**config.mk**
```make
export PLATFORM = sky130hd
export DESIGN_NAME = list_push_front_pop_back_replace
export DESIGN_NICKNAME = d
export VERILOG_FILES = /design/src/hw/rtl/lpr_pkg.sv /design/src/hw/rtl/lpr_cell.sv /design/src/hw/rtl/list_push_front_pop_back_replace.sv
export SDC_FILE = /design/constraint.sdc
export NUM_CORES = 1
export LEC_CHECK = 0
export BUFFER_PORTS_ARGS = -buffer_cell sky130_fd_sc_hd__buf_4
export CAP_MARGIN = 20
export CORE_UTILIZATION = 40
export CTS_CLUSTER_DIAMETER = 30
export CTS_CLUSTER_SIZE = 8
export DETAILED_ROUTE_END_ITERATION = 16
export PLACE_DENSITY = 0.51
export SETUP_SLACK_MARGIN = 0.5
export SLEW_MARGIN = 5
export SYNTH_ARGS = -nofsm -noshare
export SYNTH_HDL_FRONTEND = slang
export SYNTH_SLANG_ARGS = --single-unit
export TNS_END_PERCENT = 30
```
**constraint.sdc**
```tcl
create_clock -name clock -period 5.2 [get_ports clock]
set_clock_uncertainty 0.15 [all_clocks]
set_input_delay 1.04 -clock clock [delete_from_list [all_inputs] [get_ports clock]]
set_output_delay 1.04 -clock clock [all_outputs]
set_load 0.05 [all_outputs]
```
**src/hw/rtl/lpr_pkg.sv**
```systemverilog
// Package for the ordered identifier list: command and status codes,
// field widths, the per-cell control word and default sizing.
// Depends on nothing; every file of the block imports it.
package lpr_pkg;

   localparam int ID_W             = 16;
   localparam int CMD_W            = 2;
   localparam int STATUS_W         = 2;
   localparam int COUNT_OUT_W      = 5;
   localparam int CAPACITY_DEFAULT = 16;

   typedef enum logic [CMD_W-1:0] {
      OP_PUSH    = 2'd0,
      OP_POP     = 2'd1,
      OP_REPLACE = 2'd2,
      OP_NONE    = 2'd3
   } lpr_op_type;

   typedef enum logic [STATUS_W-1:0] {
      ST_OK        = 2'd0,
      ST_EMPTY     = 2'd1,
      ST_NOT_FOUND = 2'd2,
      ST_FULL      = 2'd3
   } lpr_status_type;

   typedef logic [ID_W-1:0] lpr_id_type;

   // Control word broadcast to one cell of the chain.
   typedef struct packed {
      lpr_op_type op;
      logic       valid;   // cell holds a live entry
      logic       load;    // cell is the next free slot
   } lpr_cell_ctl_type;

endpackage

```
**src/hw/rtl/lpr_cell.sv**
```systemverilog
// One slot of the identifier chain: holds a word, shifts it towards the
// oldest end on pop, loads on push and rewrites on a newest-first match.
// Depends on lpr_pkg.
module lpr_cell (
   input  logic                      clock,
   input  lpr_pkg::lpr_cell_ctl_type ctl,
   input  lpr_pkg::lpr_id_type       stop_id,
   input  lpr_pkg::lpr_id_type       new_id,
   input  lpr_pkg::lpr_id_type       next_data,
   input  logic                      found_in,
   output lpr_pkg::lpr_id_type       data,
   output logic                      found_out
);
   import lpr_pkg::*;

   lpr_id_type data_ff;
   lpr_id_type data_in;
   logic       match;

   assign match     = ctl.valid && (data_ff == stop_id);
   assign found_out = found_in || match;
   assign data      = data_ff;

   always_comb begin
      data_in = data_ff;
      case (ctl.op)
         OP_PUSH: begin
            if (ctl.load) begin
               data_in = stop_id;
            end
         end
         OP_POP: begin
            data_in = next_data;
         end
         OP_REPLACE: begin
            // only the newest match takes the new word
            if (match && !found_in) begin
               data_in = new_id;
            end
         end
         default: begin
         end
      endcase
   end

   always_ff @(posedge clock) begin
      data_ff <= data_in;
   end

endmodule

```
**src/hw/rtl/list_push_front_pop_back_replace.sv**
```systemverilog
// Ordered identifier list: a chain of lpr_cell slots plus occupancy count.
// Depends on lpr_pkg and lpr_cell.
//
// Usage:
//   Present a command on req_cmd, req_stop_id and req_new_id with start
//   high; it is taken at the rising edge where start is high and busy is
//   low. busy never rises, so a command may be given in every cycle.
//   Commands: push appends req_stop_id at the newest end, pop drops the
//   oldest entry, replace overwrites the newest entry equal to req_stop_id
//   with req_new_id; the unused code is ignored and answers ok.
//   Each command gives one result word (rsp_status, rsp_entry_count) with
//   rsp_valid high for exactly one cycle, the cycle after the command is
//   taken. Throughput is one command per cycle: every
//   slot compares, shifts or loads in parallel, and the replace search is a
//   one-bit found flag passed from the newest slot to the oldest, so the
//   clock period grows with CAPACITY.
//   The receiver cannot stall; results are not held.
//   Synchronous reset empties the list (count zero) and clears rsp_valid;
//   slot contents are left as they are and are never read while unused.
module list_push_front_pop_back_replace #(
   parameter int CAPACITY = lpr_pkg::CAPACITY_DEFAULT
) (
   input  logic                             clock,
   input  logic                             reset,
   input  logic                             start,
   output logic                             busy,
   input  logic [lpr_pkg::CMD_W-1:0]        req_cmd,
   input  logic [lpr_pkg::ID_W-1:0]         req_stop_id,
   input  logic [lpr_pkg::ID_W-1:0]         req_new_id,
   output logic                             rsp_valid,
   output logic [lpr_pkg::STATUS_W-1:0]     rsp_status,
   output logic [lpr_pkg::COUNT_OUT_W-1:0]  rsp_entry_count
);
   import lpr_pkg::*;

   localparam int CNT_W = $clog2(CAPACITY + 1);

   logic [CNT_W-1:0]           count_ff;
   logic [CNT_W-1:0]           count_in;
   logic                       rsp_valid_ff;
   lpr_status_type             rsp_status_ff;
   lpr_status_type             status_in;
   logic [COUNT_OUT_W-1:0]     rsp_count_ff;
   logic [CNT_W+COUNT_OUT_W-1:0] count_wide;

   logic                       accept;
   lpr_op_type                 op;
   logic                       is_empty;
   logic                       is_full;

   lpr_cell_ctl_type           cell_ctl [CAPACITY];
   lpr_id_type                 cell_data [CAPACITY];
   logic                       cell_found [CAPACITY];

   assign busy     = 1'b0;
   assign accept   = start && !busy;
   assign op       = accept ? lpr_op_type'(req_cmd) : OP_NONE;
   assign is_empty = (count_ff == '0);
   assign is_full  = (count_ff == CNT_W'(CAPACITY));

   genvar i;
   generate
      for (i = 0; i < CAPACITY; i++) begin : g_cell
         logic       found_from_newer;
         lpr_id_type data_from_newer;

         assign cell_ctl[i].op    = op;
         assign cell_ctl[i].valid = (CNT_W'(i) < count_ff);
         assign cell_ctl[i].load  = (CNT_W'(i) == count_ff);

         if (i == CAPACITY - 1) begin : g_top
            assign found_from_newer = 1'b0;
            assign data_from_newer  = cell_data[i];
         end else begin : g_mid
            assign found_from_newer = cell_found[i+1];
            assign data_from_newer  = cell_data[i+1];
         end

         lpr_cell u_cell (
            .clock     (clock),
            .ctl       (cell_ctl[i]),
            .stop_id   (req_stop_id),
            .new_id    (req_new_id),
            .next_data (data_from_newer),
            .found_in  (found_from_newer),
            .data      (cell_data[i]),
            .found_out (cell_found[i])
         );
      end
   endgenerate

   always_comb begin
      count_in  = count_ff;
      status_in = ST_OK;
      case (op)
         OP_PUSH: begin
            if (is_full) begin
               status_in = ST_FULL;
            end else begin
               count_in = count_ff + CNT_W'(1);
            end
         end
         OP_POP: begin
            if (is_empty) begin
               status_in = ST_EMPTY;
            end else begin
               count_in = count_ff - CNT_W'(1);
            end
         end
         OP_REPLACE: begin
            status_in = cell_found[0] ? ST_OK : ST_NOT_FOUND;
         end
         default: begin
         end
      endcase
   end

   // report the low bits of the count after the command
   assign count_wide = (CNT_W+COUNT_OUT_W)'(count_in);

   always_ff @(posedge clock) begin
      if (reset) begin
         count_ff     <= '0;
         rsp_valid_ff <= 1'b0;
      end else begin
         count_ff     <= count_in;
         rsp_valid_ff <= accept;
      end
   end

   always_ff @(posedge clock) begin
      rsp_status_ff <= status_in;
      rsp_count_ff  <= count_wide[COUNT_OUT_W-1:0];
   end

   assign rsp_valid       = rsp_valid_ff;
   assign rsp_status      = rsp_status_ff;
   assign rsp_entry_count = rsp_count_ff;

   a_rsp_follows_cmd : assert property (@(posedge clock) disable iff (reset)
      accept |=> rsp_valid)
      else $error("command taken without a result word next cycle");

   a_no_spurious_rsp : assert property (@(posedge clock) disable iff (reset)
      !accept |=> !rsp_valid)
      else $error("result word without a command");

   a_count_bound : assert property (@(posedge clock) disable iff (reset)
      count_ff <= CNT_W'(CAPACITY))
      else $error("occupancy beyond capacity");

   a_count_idle : assert property (@(posedge clock) disable iff (reset)
      !accept |=> $stable(count_ff))
      else $error("occupancy moved without a command");

   a_full_only_when_full : assert property (@(posedge clock) disable iff (reset)
      (rsp_valid && rsp_status == ST_FULL) |-> count_ff == CNT_W'(CAPACITY))
      else $error("full reported while slots are free");

endmodule
```
==> impl_results.md <==
* Hold_buf cts at 0
* H-tree lvl count at 3
* Initial Util at 0.406
* Sink Count at 269
* First-pass GRT wire length at 73,100 µm
* Hold Path Class: flip-flop to flip-flop
* CP Max Fanout at 22
* Setup TNS at 0 ns
* Net Sw Frac at 0.249
* Worst-Skew Late Latency at 0.58 ns
* CP startpoint: count_ff[4]$_SDFF_PP0_
* Most used DFF post-synth: edfxtp_1
* Core Util, Final at 0.506
* Syn. warnings at 0
* Commonest non-fill, non-tap cell in the layout: nand2_1
* Routed wire length at 48,100 µm
* R2R Path Start: count_ff[4]$_SDFF_PP0_
* Status: completed
* # rows at 70
* Share of cells above drive strength 1 at 0.172
* Placed inst area at 15,700 µm²
* Die height at 195 µm
* Post-synth EDFFs at 256
* Tightest Pin Transition at 1.07 ns
* FFs w/ async S/R, synth at 0
* Diode count at 0
* # Post-CTS Setup Buffers at 0
* Relative slew slack at 0.285
* Pwr dens at 479 nW/µm²
* Post-placement cell count at 1,866
* CTS Root Cell: clkbuf_16
* Core ar. at 36,500 µm²
* Syn_area_per_cell at 10.5 µm²
* Crit start category: flip-flop
* Critical path endpoint category: flip-flop
* Clk pwr share at 0.572
* DP HPWL at 33,300 µm
* Mean routed wirelength per cell at 23.9 µm
* Clk slew on worst S/H paths at 0.05 ns
* Pre-CTS WS at 1.21 ns
* Final setup fails at 0
* CTS max path bufs at 3
* Via count at 11,400
* VDD IR max at 0.226 mV
* Initial antenna violation count at 0
* Sequential fraction of the synthesis area at 0.536
* Crit path DAT at 3.76 ns
* DRT antenna net count at 0
* CP max stage delay at 0.92 ns
* Seq pwr share at 0.317
* CP Cell Sequence: nor2_2, a211oi_1, nand2_1, nor4_1, nand3b_1, a221oi_2, buf_4
* Pre-antenna DRT Iters at 5
* FF+latch count, synth at 269
* Gr ovfl total at 0
* Final #Nets at 1,525
* Pleak at 6.41 nW
* Die Area at 37,900 µm²
* Ports at 46
* Port Buffers at 44
* GP Congestion at 0.922
* Most frequent cells in the layout: nand2_1 (265), edfxtp_1 (256), a21oi_1 (247)
* # resized after CTS at 0
* CP Data Required Time at 5.30 ns
* Kind of critical path: flip-flop to flip-flop
* Tot GR Track Use at 0.257
* Vias per std cell at 5.66
* Fmax at 273 MHz
* RSZ-0062 raised after global routing: false
* Max Slew Vio Count at 0
* Period Utilization, post-route at 0.704
* Power consumption at 8.86 mW
* Total CTS buffers at 78
* Final min period at 3.66 ns
* P&R area growth vs syn at 24.5%
* Pin count of the biggest net entering global routing at 137
* Horiz. Die Dim at 195 µm
* Comb pwr share at 0.110
* Non-filler instance count after layout at 2,010
* Remaining DRCs at 0
* Max Cap Viol at 0
* CTS tree: built
* Distinct cells, synth at 50
* Internal power at 6.65 mW
* Synthesized area at 14,800 µm²
* Final hold slack at 0.494 ns
* Final WS setup at 1.54 ns
* Final hold violation count at 0
* Post-Syn Instances at 1,410
* Syn nets at 1,457
* Finished Cell Area at 18,500 µm²
* Drt initial violations at 1,101
* CP max stage cell: dfxtp_1
* Min-delay src: g_cell[3].u_cell.data[11]$_DFFE_PP_
* Sw power at 2.21 mW
* Number of global-route vias before repair at 11,300
final timing paths:
check / to / slack, ns / depth (start not counted)
worst max-delay path: g_cell[10].u_cell.data[9]$_DFFE_PP_ / 1.54 / 7
worst min-delay path: g_cell[2].u_cell.data[11]$_DFFE_PP_ / 0.49 / 2
worst max register to register: g_cell[10].u_cell.data[9]$_DFFE_PP_ / 1.54 / 7
worst min register to register: g_cell[2].u_cell.data[11]$_DFFE_PP_ / 0.49 / 2
critical path: cells and delay by family (launching register included):
family | cells | cell delay (ns)
flip-flops | 1 | 0.92
AND/OR/NAND/NOR | 4 | 1.41
AO/OA/AOI/OAI | 2 | 0.54
buffers and inverters | 1 | 0.32
layout make-up:
class | count | area (µm²)
multi-input combinational | 1024 | 6360
fill | 3333 | 18000
inverter | 6 | 22.5
tap | 468 | 586
sequential | 269 | 7950
timing repair buffer | 99 | 768
clock buffer | 92 | 2110
clock inverter | 52 | 678
power groups by stage:
stage                     clock (mW)  combinational (mW)  sequential [mW]
after floorplan                    0               0.611             2.81
after global placement             0               0.954             2.84
after detailed placement           0               0.954             2.84
after CTS                       5.12               0.961             2.81
after global routing            5.24                1.05             2.84
final                           5.07               0.975             2.81
synthesized netlist by cell type, types with 8 or more instances:
master,count,area share
nor2_1,31,0.0078
dfxtp_1,13,0.018
nor2b_1,8,0.0034
nor4_1,41,0.017
a21boi_1,16,0.0081
buf_2,12,0.0040
ha_1,10,0.0084
o21ai_0,9,0.0030
nand2_1,265,0.067
mux2_2,16,0.012
buf_1,8,0.0020
clkbuf_1,68,0.017
edfxtp_1,256,0.52
nand3_1,24,0.0081
xor2_1,164,0.097
a21oi_1,248,0.084
nand4_1,28,0.012
buf_6,16,0.012
xnor2_1,93,0.055
a221oi_1,13,0.0077
flip-flops by register name, indices dropped and copies added (netlist names):
register,cells
count_ff,5
g_cell.u_cell.data,256
rsp_entry_count,5
rsp_status,2
rsp_valid,1
cell families (layout without fill, tap and decap cells):
logic type / Yosys count / in the layout / share of synthesized area
adder cells (fa/ha/maj): 10 / 10 / 0.00843
AND/OR/NAND/NOR: 432 / 432 / 0.135
buffers and inverters: 117 / 249 / 0.0422
AO/OA/AOI/OAI: 308 / 308 / 0.114
XOR/XNOR: 257 / 257 / 0.152
other: 1 / 1 / 0.000253
multiplexers: 16 / 16 / 0.0121
flip-flops: 269 / 269 / 0.536
routing by layer:
layer | vias up | wire (µm) | track usage
met5 | - | 0 | 0
met4 | 0 | 939 | 0.0720
met3 | 75 | 4020 | 0.0699
met2 | 443 | 21100 | 0.378
met1 | 5679 | 22000 | 0.370
li1 | 5183 | - | -
(Power assumes the default switching activity.)
